### src/hdl/tche_pkg.sv
// package: phases, kinds, status codes and result type for the client hello extractor
`timescale 1ns / 1ps
package tche_pkg;
  localparam int ETH_HEADER_BYTES = 14;
  localparam int HELLO_VERSION_OFFSET = 9;
  localparam int SESSION_LENGTH_OFFSET = 43;
  localparam int MAX_VLAN_TAGS = 2;
  localparam int MAX_FRAME_BYTES = 65535;

  localparam logic [15:0] TYPE_VLAN = 16'h8100;
  localparam logic [15:0] TYPE_IPV4 = 16'h0800;
  localparam logic [15:0] TYPE_IPV6 = 16'h86dd;
  localparam logic [7:0] PROTO_TCP = 8'd6;
  localparam logic [7:0] REC_HANDSHAKE = 8'd22;
  localparam logic [15:0] EXT_CURVES = 16'h000a;
  localparam logic [15:0] EXT_POINT_FMT = 16'h000b;
  localparam logic [15:0] EXT_SIG_ALG = 16'h000d;
  localparam logic [15:0] HELLO_MIN = 16'h0300;
  localparam logic [15:0] HELLO_MAX = 16'h0303;

  typedef enum logic [4:0] {
    PH_ETH, PH_IP4, PH_IP6, PH_TCP, PH_TLS, PH_CIPH, PH_COMP_LEN, PH_COMP,
    PH_XLEN_HI, PH_XLEN_LO, PH_XTYPE_HI, PH_XTYPE_LO, PH_XBODYLEN_HI,
    PH_XBODYLEN_LO, PH_XBODY, PH_DONE, PH_STOP
  } phase_t;

  typedef enum logic [3:0] {
    K_REC, K_HELLO, K_CIPHER, K_COMP, K_EXT, K_CURVE, K_SIG, K_POINT, K_SUMMARY
  } kind_t;

  typedef enum logic [3:0] {
    ST_OK, ST_ETHERTYPE, ST_VLAN, ST_IP_HL, ST_NOT_TCP, ST_V6_VER, ST_NOT_HELLO,
    ST_TCP_HL, ST_TLS_VER, ST_SESSION, ST_TRUNC
  } status_t;

  typedef struct packed {
    logic [3:0] kind;
    logic [15:0] value;
    logic [3:0] status;
    logic final_res;
  } result_t;

  typedef struct packed {
    logic elem_valid;
    result_t elem;
    logic sum_valid;
    result_t sum;
  } step_t;
endpackage

### src/hdl/tche_parser.sv
// parser: state registers and per-byte next-state logic
`timescale 1ns / 1ps
module tche_parser #(
  parameter int MAX_VLAN_TAGS = tche_pkg::MAX_VLAN_TAGS,
  parameter int MAX_FRAME_BYTES = tche_pkg::MAX_FRAME_BYTES
) (
  input  logic clk,
  input  logic rst,
  input  logic in_valid,
  input  logic [7:0] in_byte,
  input  logic in_last,
  output tche_pkg::step_t step
);
  logic [15:0] byte_position, byte_position_next;
  tche_pkg::phase_t parse_phase, parse_phase_next;
  logic [2:0] vlan_tag_count, vlan_tag_count_next;
  logic [15:0] section_start, section_start_next;
  logic [7:0] header_length, header_length_next;
  logic [1:0] ip_version_seen, ip_version_seen_next;
  logic [15:0] section_remaining, section_remaining_next;
  logic [15:0] extensions_remaining, extensions_remaining_next;
  logic [15:0] current_ext_type, current_ext_type_next;
  logic [15:0] byte_accumulator, byte_accumulator_next;
  logic [7:0] session_id_length, session_id_length_next;
  logic [3:0] frame_status, frame_status_next;

  always_ff @(posedge clk) begin
    if (rst) begin
      byte_position <= '0;
      parse_phase <= tche_pkg::PH_ETH;
      vlan_tag_count <= '0;
      section_start <= '0;
      header_length <= '0;
      ip_version_seen <= '0;
      section_remaining <= '0;
      extensions_remaining <= '0;
      current_ext_type <= '0;
      byte_accumulator <= '0;
      session_id_length <= '0;
      frame_status <= '0;
    end else if (in_valid) begin
      byte_position <= byte_position_next;
      parse_phase <= parse_phase_next;
      vlan_tag_count <= vlan_tag_count_next;
      section_start <= section_start_next;
      header_length <= header_length_next;
      ip_version_seen <= ip_version_seen_next;
      section_remaining <= section_remaining_next;
      extensions_remaining <= extensions_remaining_next;
      current_ext_type <= current_ext_type_next;
      byte_accumulator <= byte_accumulator_next;
      session_id_length <= session_id_length_next;
      frame_status <= frame_status_next;
    end
  end

  logic [15:0] off, ext_word, cs_hi, sec_dec, acc_dec, pos_inc, after_ph_off;
  logic v6, list_end, body_end;
  logic [3:0] st;

  always_comb begin
    byte_position_next = byte_position;
    parse_phase_next = parse_phase;
    vlan_tag_count_next = vlan_tag_count;
    section_start_next = section_start;
    header_length_next = header_length;
    ip_version_seen_next = ip_version_seen;
    section_remaining_next = section_remaining;
    extensions_remaining_next = extensions_remaining;
    current_ext_type_next = current_ext_type;
    byte_accumulator_next = byte_accumulator;
    session_id_length_next = session_id_length;
    frame_status_next = frame_status;
    step = '0;
    st = tche_pkg::ST_TRUNC;
    off = byte_position - section_start;
    pos_inc = byte_position + 16'd1;
    ext_word = byte_accumulator | {8'd0, in_byte};
    cs_hi = 16'(tche_pkg::SESSION_LENGTH_OFFSET + 1) + {8'd0, session_id_length};
    sec_dec = section_remaining - 16'd1;
    acc_dec = byte_accumulator - 16'd1;
    v6 = (ip_version_seen == 2'd2);
    list_end = (extensions_remaining == 16'd1);
    body_end = 1'b0;
    if (32'(byte_position) < MAX_FRAME_BYTES) begin
      byte_position_next = pos_inc;
      case (parse_phase)
        tche_pkg::PH_ETH: begin
          if (off == 16'(tche_pkg::ETH_HEADER_BYTES - 2)) begin
            byte_accumulator_next = {in_byte, 8'd0};
          end else if (off == 16'(tche_pkg::ETH_HEADER_BYTES - 1)) begin
            if (ext_word == tche_pkg::TYPE_VLAN) begin
              if (32'(vlan_tag_count) >= MAX_VLAN_TAGS) begin
                frame_status_next = tche_pkg::ST_VLAN;
                parse_phase_next = tche_pkg::PH_STOP;
              end else begin
                vlan_tag_count_next = vlan_tag_count + 3'd1;
                section_start_next = pos_inc - 16'(tche_pkg::ETH_HEADER_BYTES - 4);
              end
            end else if (ext_word == tche_pkg::TYPE_IPV4) begin
              ip_version_seen_next = 2'd1;
              parse_phase_next = tche_pkg::PH_IP4;
              section_start_next = pos_inc;
              header_length_next = '0;
            end else if (ext_word == tche_pkg::TYPE_IPV6) begin
              ip_version_seen_next = 2'd2;
              parse_phase_next = tche_pkg::PH_IP6;
              section_start_next = pos_inc;
              header_length_next = '0;
            end else begin
              frame_status_next = tche_pkg::ST_ETHERTYPE;
              parse_phase_next = tche_pkg::PH_STOP;
            end
          end
        end
        tche_pkg::PH_IP4: begin
          if (off == 16'd0) begin
            header_length_next = {2'b00, in_byte[3:0], 2'b00};
            if (in_byte[3:0] < 4'd5) begin
              frame_status_next = tche_pkg::ST_IP_HL;
              parse_phase_next = tche_pkg::PH_STOP;
            end
          end else if (off == 16'd9 && in_byte != tche_pkg::PROTO_TCP) begin
            frame_status_next = tche_pkg::ST_NOT_TCP;
            parse_phase_next = tche_pkg::PH_STOP;
          end else if (off + 16'd1 == {8'd0, header_length}) begin
            parse_phase_next = tche_pkg::PH_TCP;
            section_start_next = pos_inc;
            header_length_next = '0;
          end
        end
        tche_pkg::PH_IP6: begin
          if (off == 16'd0 && in_byte[7:4] != 4'd6) frame_status_next = tche_pkg::ST_V6_VER;
          if (off == 16'd6 && in_byte != tche_pkg::PROTO_TCP &&
              frame_status == tche_pkg::ST_OK)
            frame_status_next = tche_pkg::ST_NOT_TCP;
          if (off == 16'd39) begin
            parse_phase_next = tche_pkg::PH_TCP;
            section_start_next = pos_inc;
            header_length_next = '0;
          end
        end
        tche_pkg::PH_TCP: begin
          if (off == 16'd12) begin
            header_length_next = {2'b00, in_byte[7:4], 2'b00};
            if (in_byte[7:4] < 4'd5) begin
              frame_status_next = tche_pkg::ST_TCP_HL;
              parse_phase_next = tche_pkg::PH_STOP;
            end
          end else if (off > 16'd12 && off + 16'd1 == {8'd0, header_length}) begin
            parse_phase_next = tche_pkg::PH_TLS;
            section_start_next = pos_inc;
            header_length_next = '0;
          end
        end
        tche_pkg::PH_TLS: begin
          if (off == 16'd0) begin
            if (v6 && in_byte != tche_pkg::REC_HANDSHAKE) begin
              frame_status_next = tche_pkg::ST_NOT_HELLO;
              parse_phase_next = tche_pkg::PH_STOP;
            end
          end else if (off == 16'd1) begin
            byte_accumulator_next = {in_byte, 8'd0};
            if (v6 && in_byte != 8'd3) begin
              frame_status_next = tche_pkg::ST_NOT_HELLO;
              parse_phase_next = tche_pkg::PH_STOP;
            end
          end else if (off == 16'd2) begin
            if (frame_status == tche_pkg::ST_OK) begin
              step.elem_valid = 1'b1;
              step.elem.kind = tche_pkg::K_REC;
              step.elem.value = ext_word;
            end
          end else if (off == 16'd5) begin
            if (v6 && in_byte != 8'd1) begin
              frame_status_next = tche_pkg::ST_NOT_HELLO;
              parse_phase_next = tche_pkg::PH_STOP;
            end
          end else if (off == 16'(tche_pkg::HELLO_VERSION_OFFSET)) begin
            byte_accumulator_next = {in_byte, 8'd0};
            if (v6) begin
              if (in_byte != 8'd3) begin
                frame_status_next = tche_pkg::ST_NOT_HELLO;
                parse_phase_next = tche_pkg::PH_STOP;
              end else if (frame_status != tche_pkg::ST_OK) begin
                parse_phase_next = tche_pkg::PH_STOP;
              end
            end
          end else if (off == 16'(tche_pkg::HELLO_VERSION_OFFSET + 1)) begin
            if (ext_word < tche_pkg::HELLO_MIN || ext_word > tche_pkg::HELLO_MAX) begin
              frame_status_next = tche_pkg::ST_TLS_VER;
              parse_phase_next = tche_pkg::PH_STOP;
            end else begin
              step.elem_valid = 1'b1;
              step.elem.kind = tche_pkg::K_HELLO;
              step.elem.value = ext_word;
            end
          end else if (off == 16'(tche_pkg::SESSION_LENGTH_OFFSET)) begin
            session_id_length_next = in_byte;
          end else if (off == cs_hi) begin
            byte_accumulator_next = {in_byte, 8'd0};
          end else if (off == cs_hi + 16'd1) begin
            section_remaining_next = ext_word;
            header_length_next = 8'd2;
            parse_phase_next = (ext_word != 16'd0) ? tche_pkg::PH_CIPH : tche_pkg::PH_COMP_LEN;
          end
        end
        tche_pkg::PH_CIPH: begin
          section_remaining_next = sec_dec;
          if (header_length == 8'd3) begin
            step.elem_valid = 1'b1;
            step.elem.kind = tche_pkg::K_CIPHER;
            step.elem.value = {session_id_length, in_byte};
            header_length_next = 8'd2;
          end else if (sec_dec == 16'd0) begin
            step.elem_valid = 1'b1;
            step.elem.kind = tche_pkg::K_CIPHER;
            step.elem.value = {8'd0, in_byte};
          end else begin
            session_id_length_next = in_byte;
            header_length_next = 8'd3;
          end
          if (sec_dec == 16'd0) parse_phase_next = tche_pkg::PH_COMP_LEN;
        end
        tche_pkg::PH_COMP_LEN: begin
          section_remaining_next = {8'd0, in_byte};
          parse_phase_next = (in_byte != 8'd0) ? tche_pkg::PH_COMP : tche_pkg::PH_XLEN_HI;
        end
        tche_pkg::PH_COMP: begin
          step.elem_valid = 1'b1;
          step.elem.kind = tche_pkg::K_COMP;
          step.elem.value = {8'd0, in_byte};
          section_remaining_next = sec_dec;
          if (sec_dec == 16'd0) parse_phase_next = tche_pkg::PH_XLEN_HI;
        end
        tche_pkg::PH_XLEN_HI: begin
          byte_accumulator_next = {in_byte, 8'd0};
          parse_phase_next = tche_pkg::PH_XLEN_LO;
        end
        tche_pkg::PH_XLEN_LO: begin
          extensions_remaining_next = ext_word;
          parse_phase_next = (ext_word != 16'd0) ? tche_pkg::PH_XTYPE_HI : tche_pkg::PH_DONE;
        end
        tche_pkg::PH_XTYPE_HI, tche_pkg::PH_XTYPE_LO, tche_pkg::PH_XBODYLEN_HI,
        tche_pkg::PH_XBODYLEN_LO, tche_pkg::PH_XBODY: begin
          extensions_remaining_next = extensions_remaining - 16'd1;
          case (parse_phase)
            tche_pkg::PH_XTYPE_HI: begin
              byte_accumulator_next = {in_byte, 8'd0};
              parse_phase_next = tche_pkg::PH_XTYPE_LO;
            end
            tche_pkg::PH_XTYPE_LO: begin
              current_ext_type_next = ext_word;
              step.elem_valid = 1'b1;
              step.elem.kind = tche_pkg::K_EXT;
              step.elem.value = ext_word;
              parse_phase_next = tche_pkg::PH_XBODYLEN_HI;
            end
            tche_pkg::PH_XBODYLEN_HI: begin
              byte_accumulator_next = {in_byte, 8'd0};
              parse_phase_next = tche_pkg::PH_XBODYLEN_LO;
            end
            tche_pkg::PH_XBODYLEN_LO: begin
              section_remaining_next = ext_word;
              header_length_next = '0;
              byte_accumulator_next = '0;
              parse_phase_next = (ext_word != 16'd0) ? tche_pkg::PH_XBODY
                                                     : tche_pkg::PH_XTYPE_HI;
            end
            default: begin
              section_remaining_next = sec_dec;
              body_end = list_end || (sec_dec == 16'd0);
              if (current_ext_type == tche_pkg::EXT_CURVES ||
                  current_ext_type == tche_pkg::EXT_SIG_ALG) begin
                if (header_length == 8'd0) begin
                  byte_accumulator_next = {in_byte, 8'd0};
                  header_length_next = 8'd1;
                end else if (header_length == 8'd1) begin
                  byte_accumulator_next = ext_word;
                  header_length_next = 8'd2;
                end else if (byte_accumulator != 16'd0) begin
                  byte_accumulator_next = acc_dec;
                  step.elem.kind = (current_ext_type == tche_pkg::EXT_CURVES)
                                   ? tche_pkg::K_CURVE : tche_pkg::K_SIG;
                  if (header_length == 8'd3) begin
                    step.elem_valid = 1'b1;
                    step.elem.value = {session_id_length, in_byte};
                    header_length_next = 8'd2;
                  end else if (acc_dec == 16'd0 || body_end) begin
                    step.elem_valid = 1'b1;
                    step.elem.value = {8'd0, in_byte};
                  end else begin
                    session_id_length_next = in_byte;
                    header_length_next = 8'd3;
                  end
                end
              end else if (current_ext_type == tche_pkg::EXT_POINT_FMT) begin
                if (header_length == 8'd0) begin
                  byte_accumulator_next = {8'd0, in_byte};
                  header_length_next = 8'd2;
                end else if (byte_accumulator != 16'd0) begin
                  byte_accumulator_next = acc_dec;
                  step.elem_valid = 1'b1;
                  step.elem.kind = tche_pkg::K_POINT;
                  step.elem.value = {8'd0, in_byte};
                end
              end
              if (sec_dec == 16'd0) parse_phase_next = tche_pkg::PH_XTYPE_HI;
            end
          endcase
          if (list_end) parse_phase_next = tche_pkg::PH_DONE;
        end
        default: begin
        end
      endcase
    end
    after_ph_off = byte_position_next - section_start_next;
    if (in_last) begin
      if (parse_phase_next == tche_pkg::PH_STOP) st = frame_status_next;
      else if (parse_phase_next == tche_pkg::PH_XLEN_HI ||
               parse_phase_next == tche_pkg::PH_XLEN_LO ||
               parse_phase_next == tche_pkg::PH_DONE) st = tche_pkg::ST_OK;
      else if (parse_phase_next == tche_pkg::PH_TLS &&
               after_ph_off >= 16'(tche_pkg::HELLO_VERSION_OFFSET + 2))
        st = tche_pkg::ST_SESSION;
      step.sum_valid = 1'b1;
      step.sum.kind = tche_pkg::K_SUMMARY;
      step.sum.status = st;
      step.sum.final_res = 1'b1;
      byte_position_next = '0;
      parse_phase_next = tche_pkg::PH_ETH;
      vlan_tag_count_next = '0;
      section_start_next = '0;
      header_length_next = '0;
      ip_version_seen_next = '0;
      section_remaining_next = '0;
      extensions_remaining_next = '0;
      current_ext_type_next = '0;
      byte_accumulator_next = '0;
      session_id_length_next = '0;
      frame_status_next = '0;
    end
  end
endmodule

### src/hdl/tche_out_queue.sv
// output queue: holds up to two results per item, four deep, drains one per cycle while out_ready is high
`timescale 1ns / 1ps
module tche_out_queue (
  input  logic clk,
  input  logic rst,
  input  logic push,
  input  tche_pkg::step_t step,
  output logic space,
  output logic out_valid,
  input  logic out_ready,
  output tche_pkg::result_t out_res
);
  tche_pkg::result_t slots [4];
  logic [1:0] rd_ptr, wr_ptr;
  logic [2:0] count, count_next;
  logic pop;
  logic [1:0] n_in;

  assign pop = out_valid && out_ready;
  assign out_valid = (count != 3'd0);
  assign out_res = slots[rd_ptr];
  assign space = (count <= 3'd2);
  assign n_in = push ? (2'(step.elem_valid) + 2'(step.sum_valid)) : 2'd0;
  assign count_next = count + 3'(n_in) - 3'(pop);

  always_ff @(posedge clk) begin
    if (rst) begin
      rd_ptr <= '0;
      wr_ptr <= '0;
      count <= '0;
    end else begin
      count <= count_next;
      rd_ptr <= rd_ptr + 2'(pop);
      wr_ptr <= wr_ptr + n_in;
    end
  end

  always_ff @(posedge clk) begin
    if (push) begin
      if (step.elem_valid) begin
        slots[wr_ptr] <= step.elem;
        if (step.sum_valid) slots[wr_ptr + 2'd1] <= step.sum;
      end else if (step.sum_valid) begin
        slots[wr_ptr] <= step.sum;
      end
    end
  end
endmodule

### src/hdl/tls_client_hello_field_extractor.sv
// top level: client hello field extractor
// each result is queued when its byte is accepted and is offered from the queue
// throughput: one byte per cycle unless stalled; an item may give up to two results,
// drained one per cycle; byte input stalls only when the four-entry queue could overflow
// reset: synchronous active-high rst clears the parse state and empties the queue
`timescale 1ns / 1ps
module tls_client_hello_field_extractor #(
  parameter int MAX_VLAN_TAGS = tche_pkg::MAX_VLAN_TAGS,
  parameter int MAX_FRAME_BYTES = tche_pkg::MAX_FRAME_BYTES
) (
  input  logic clk,
  input  logic rst,
  input  logic s_tvalid,
  output logic s_tready,
  input  logic [7:0] s_tdata,   // data_byte
  input  logic s_tlast,         // last_byte
  output logic m_tvalid,
  input  logic m_tready,
  output logic [23:0] m_tdata,  // value[15:0], status[19:16], zero fill
  output logic [3:0] m_tuser,   // kind
  output logic m_tlast          // final_res
);
  tche_pkg::step_t step;
  tche_pkg::result_t res;
  logic acc;

  assign acc = s_tvalid && s_tready;

  tche_parser #(.MAX_VLAN_TAGS(MAX_VLAN_TAGS), .MAX_FRAME_BYTES(MAX_FRAME_BYTES)) u_parser (
    .clk(clk), .rst(rst), .in_valid(acc), .in_byte(s_tdata), .in_last(s_tlast), .step(step)
  );

  tche_out_queue u_queue (
    .clk(clk), .rst(rst), .push(acc), .step(step), .space(s_tready),
    .out_valid(m_tvalid), .out_ready(m_tready), .out_res(res)
  );

  assign m_tdata = {4'd0, res.status, res.value};
  assign m_tuser = res.kind;
  assign m_tlast = res.final_res;
endmodule

### config.mk
export PLATFORM = sky130hd
export DESIGN_NAME = tls_client_hello_field_extractor
export DESIGN_NICKNAME = d
export VERILOG_FILES = /design/src/hdl/tche_pkg.sv /design/src/hdl/tche_parser.sv /design/src/hdl/tche_out_queue.sv /design/src/hdl/tls_client_hello_field_extractor.sv
export SDC_FILE = /design/constraint.sdc
export NUM_CORES = 1
export LEC_CHECK = 0
export BUFFER_PORTS_ARGS = -buffer_cell sky130_fd_sc_hd__buf_2
export CAP_MARGIN = 20
export CORE_MARGIN = 2
export CORE_UTILIZATION = 25
export DETAILED_ROUTE_END_ITERATION = 12
export SETUP_SLACK_MARGIN = 0.1
export SYNTH_ARGS = -nofsm -noshare
export SYNTH_HDL_FRONTEND = slang
export SYNTH_SLANG_ARGS = --single-unit
### constraint.sdc
create_clock -name clk -period 9.6 [get_ports clk]
set_input_delay 2.4 -clock clk [delete_from_list [all_inputs] [get_ports clk]]
set_output_delay 2.4 -clock clk [all_outputs]
set_load 0.1 [all_outputs]
== Word level (Yosys, flattened, before mapping) ==
Memories as Yosys holds them, arrays and structs flattened. A register that Yosys moved wholly into a read port is not among the register bits.
Cells that the tools add are included.

* Input port bits: 13
* Memories: 1
* Bits in latches: 0
* Flip-flop bits (word level): 133
* Bits in writable memories: 100
* Bits in read-only memories: 0
* Logic and storage cells: 426
* Output and inout bits: 31

* Bitwise gates (word level): 2
* Multipliers: 0
* Add/subtract/negate cells: 17
* Magnitude comparators: 9
* Div/mod/pow operators: 0
* Shift operators: 0
* Eq/ne operators: 91
* Reductions and logical operators: 54
* Multiplexer cells: 237

{| class="wikitable"
|+ Memories
! name !! words !! width !! rd ports !! clocked after Yosys merged registers in !! write ports !! line !! text
|-
| u_queue.slots || 4 || 25 || 1 || 1 || 2 || tche_out_queue.sv:13 || <nowiki>tche_pkg::result_t slots [4];</nowiki>
|}

{| class="wikitable"
|+ Operators by type and width
! operator !! number
|-
| $mux 16 || 51
|-
| $mux 8 || 51
|-
| $mux 21 || 18
|-
| $pmux 16 s4 || 3
|-
| $mux 5 || 38
|-
| $mux 4 || 30
|-
| $eq 16x4->1 const B || 7
|-
| $pmux 21 s4 || 1
|-
| $pmux 16 s2 || 2
|-
| $ne 3x3->1 const B || 19
|-
| $pmux 8 s7 || 1
|-
| $pmux 5 s11 || 1
|-
| $eq 5x4->1 const B || 10
|-
| $add 16x1->16 const B || 3
|-
| $logic_not 16->1 || 3
|-
| $pmux 16 s3 || 1
|-
| $sub 16x1->16 const B || 3
|-
| $pmux 21 s2 || 1
|-
| $eq 16x1->1 const B || 2
|-
| $eq 16x16->1 || 2
|-
| $eq 16x16->1 const B || 2
|-
| $eq 16x3->1 const B || 2
|-
| $eq 16x6->1 const B || 2
|-
| $reduce_bool 16->1 || 2
|-
| 73 further kinds || 155
|}

== Depth between registers and ports, before layout ==
* Depth in word-level cells: 21
* Mapped depth: 33
* Mapped depth without buffers: 31

== Modules after synthesis ==
From an unflattened synthesis, not the netlist that was laid out.

* Cells, all modules: 2294
* Area, all modules: 19085.8 µm²

{| class="wikitable"
|+ Modules (own cells, without submodules)
! module !! cells an instance !! times used !! area each (µm²) !! sequential area each (µm²)
|-
| tche_parser || 1991 || 1 || 13705.6 || 2482.4
|-
| tche_out_queue || 297 || 1 || 5340.1 || 3143.0
|-
| tls_client_hello_field_extractor || 6 || 1 || 40.0 || 0.0
|}

== Worst setup path after synthesis ==
Ideal clock, no wire load.

* Path type: in2reg
* Start point: input port s_tdata[5]
* End point: memory u_queue.slots[1][2] (netlist name) (data pin)
* Data arrival time: 7407 ps
* Slack: 2025 ps
* Buffers on the path: 2
* Data required time: 9432 ps
* Stages on the path: 25
* Cells stage by stage: clkbuf_1 nor3_1 nand3_1 nand4bb_1 nor3_1 buf_2 a21oi_1 o21ai_0 o21ai_0 nand2_1 o21ai_0 a22oi_1 ha_1 nor2b_1 o21ai_0 a21oi_1 o41ai_1 o211ai_1 a31oi_1 and4b_1 a211oi_1 nand2b_1 o311a_1 a21o_1 a211oi_1

{| class="wikitable"
|+ RTL lines
! element !! line !! text
|-
| start: declaration || tls_client_hello_field_extractor.sv:15 || <nowiki>input logic [7:0] s_tdata,</nowiki>
|-
| end: declaration || tche_out_queue.sv:13 ||
|}

==> out/results.ini <==
[run_status]
status=finished, final reports clean

[global_routing]
grt_max_degree=74
gr-total-overflow=0
grt_use_total_pct=17.1
grt_pass1_wl_mm=106
antenna_found_initial=2
grt_pass1_vias=17900

[layout]
nFillCells=8127
drive_gt1_share_pct=9.98
diodes=0
area_growth_syn_to_layout_pct=10.7
final_area_sq_um=20600
fin_nets=2522
finish.utilization_pct=27.8

[clocking]
h-tree-depth=1
cts_root_buffer=clkbuf_16
cts_resized=0
post_cts_buffers=0
cts_tree=built
cts.sinks=227
cts_buffers=29
clk_pin_slew_ns=0.06
hold_buffers=0
clk_latency_ns=0.61
clk_path_buf_depth=3

[critical_path]
cpMaxStageDelayCell=fa_1
worst-setup-path-type=flip-flop to flip-flop
cp.required_ns=9.93
endpoint_kind=flip-flop
cp_slowest_stage_delay_ns=0.54
critPathArrivalTime_ns=8.56
worst-path-max-fanout=15
crit_buf_inv=1
ff2ff_setup_slack_ns=1.37
start_kind=flip-flop
crit_family=compound AO/OA/AOI/OAI gates

[floorplanning]
die_w_um=277
start_util_pct=25.1
coreArea_sq_um=74100
die_area_sq_um=76700
num_rows=100
die_h_um=277
io_pins=44

[sta]
hold_viol=0
fin_tns_setup_ns=0
max_freq_ghz=0.122
finalClockSkew_ns=0.0261
finalCritPeriodShare_pct=85.7
final_max_slew_viol_count=0
setup_viol=0
worst_pin_slew_ns=0.991
min_period_ns=8.23
max_slew_margin_pct=33.4
rsz0062_at_grt=no

[drt]
drt-wirelength-per-cell_um=20.0
vias=19400
drc=0
vias_per_cell=5.62
first_iter_violations=2167
drtAntennaViolNets=0
wl_mm=68.7
drt-pass1-iter-count=5

[pwr]
power_density_nw_per_um2=141
swShare_pct=34.8
seqPwrFrac_pct=34.8
clock_power_share_pct=40.6
p_leak_nw=7.49
ir_drop_v=0.000132
total_power_mw=2.91
p_sw_mw=1.01
intPower_mw=1.90
p_comb_share_pct=24.7

[logic_synthesis]
synth.top_cell.area_share_pct=22.3
syn-instance-count=2518
synth-async-reset-ratio_pct=0
synth.avg_cell_area_sq_um=7.39
yosysWarnings=0
synth-edff-count=20
synth_top_area_cell=dfxtp_1
synth_area_sq_um=18600
synth-seq-cells=227
synthFlopType=dfxtp_1
synthTopCellsByArea=dfxtp_1, a21oi_1, nand2_1
synth_seq_area_share_pct=25.5
synth_cell_type_count=125

[place]
port-buffer-count=39
gp_congestion=0.962
placed_area_sq_um=19600
hpwl_mm=48.8

[min_path]
hold_path_class=flip-flop to flip-flop

[flow_run]
cap_violations=0

-- cell usage in the layout (no fill, tap or decap), drive strengths merged, types with 13 or more instances in the layout --
cell type and instances:
nor3 91, a21o 15, xnor2 58, o21ai 146
xor2 40, o22ai 24, a2111oi 13, inv 74
mux4 24, buf 82, mux2i 42, and2 18
nor2 315, edfxtp 20, or2 16, a31oi 25
and3 15, clkbuf 39, nand2 320, nor2b 17
or4 13, o21a 16, o31a 17, nor4 42
ha 53, a211oi 28, a22oi 81, o211ai 14
nand3 66, o31ai 22, a21oi 247, nand2b 28
nand4 33, or3 36, dfxtp 207
-- final timing paths --
kind	startpoint	to	cells after the start
min	u_queue.slots[3][8]	u_queue.slots[3][8]	2
max	u_parser.byte_position[0]	u_queue.slots[3][1]	27
max reg2reg	u_parser.byte_position[0]	u_queue.slots[3][1]	27
min reg2reg	u_queue.slots[3][8]	u_queue.slots[3][8]	2
-- final cells by class --
class | instances | area, sq um | area share [%]
clock buffers | 39 | 823 | 3.99
multi-input cells | 2041 | 12800 | 62.3
repair buffers | 82 | 528 | 2.56
clock inverters | 15 | 203 | 0.983
flip-flops and latches | 227 | 4740 | 23.0
inverters | 72 | 270 | 1.31
well taps | 969 | 1210 | 5.88
-- kinds of logic after synthesis --
group,share of synthesized area [%]
compound gates,26.3
flops,25.5
simple gates,28.3
buf+inv,5.73
mux,5.34
fa+ha+maj,3.88
other cells,0.0201
xor+xnor,4.97
-- layer usage --
layer / vias up / GRT usage [%] / part of all wire [%]
met5: - / 0 / 0.012
met4: 2 / 5.23 / 3.1
met3: 142 / 2.30 / 8.7
met2: 953 / 26.6 / 44
met1: 9187 / 24.3 / 44
li1: 9087 / - / -
-- power by group through the flow --
stage          Clock, mW  Combinational [mW]  Sequential (mW)
2_1_floorplan          0               0.565             1.01
3_3_place_gp           0               0.710             1.03
3_5_place_dp           0               0.709             1.03
4_1_cts             1.21               0.711             1.01
5_1_grt             1.24               0.776             1.02
6_report            1.18               0.719             1.01
-- synthesized netlist by cell type (42+ instances only) --
library cell	number
mux2i_1	42
xnor2_1	56
inv_1	71
nor3_1	87
nand3_1	63
nand2_1	318
dfxtp_1	207
clkbuf_1	127
nor2_1	311
o21ai_0	131
a22oi_1	80
ha_1	53
a21oi_1	241
-- per-stage QoR --
step,hold WS (ns),worst slack (ns),std cells
6_report,0.453,1.37,3445
5_1_grt,0.463,0.780,3445
4_1_cts,0.452,1.46,3443
3_5_place_dp,0.444,1.07,3389
3_3_place_gp,0.440,1.03,3389
2_1_floorplan,0.432,2.02,2521
-- worst min-delay path: stages, from the launching register on --
cell	delay [ns]
dfxtp_1	0.31
nand2_1	0.05
a21oi_1	0.05
-- flip-flops by register name, summed over array words and instances, names as in the netlist --
| signal | flops |
|---|---|
| u_parser.ip_version_seen | 2 |
| u_queue.slots | 96 |
| u_parser.vlan_tag_count | 3 |
| u_parser.parse_phase | 5 |
| u_parser.current_ext_type | 16 |
| u_parser.section_remaining | 16 |
| u_queue.rd_ptr | 2 |
| u_parser.byte_position | 16 |
| u_queue.count | 3 |
| u_parser.session_id_length | 8 |
| u_parser.byte_accumulator | 16 |
| u_parser.frame_status | 4 |
| u_parser.section_start | 16 |
| u_queue.wr_ptr | 2 |
| u_parser.header_length | 6 |
| u_parser.extensions_remaining | 16 |
Note: power is estimated with default switching activity, not from simulation.
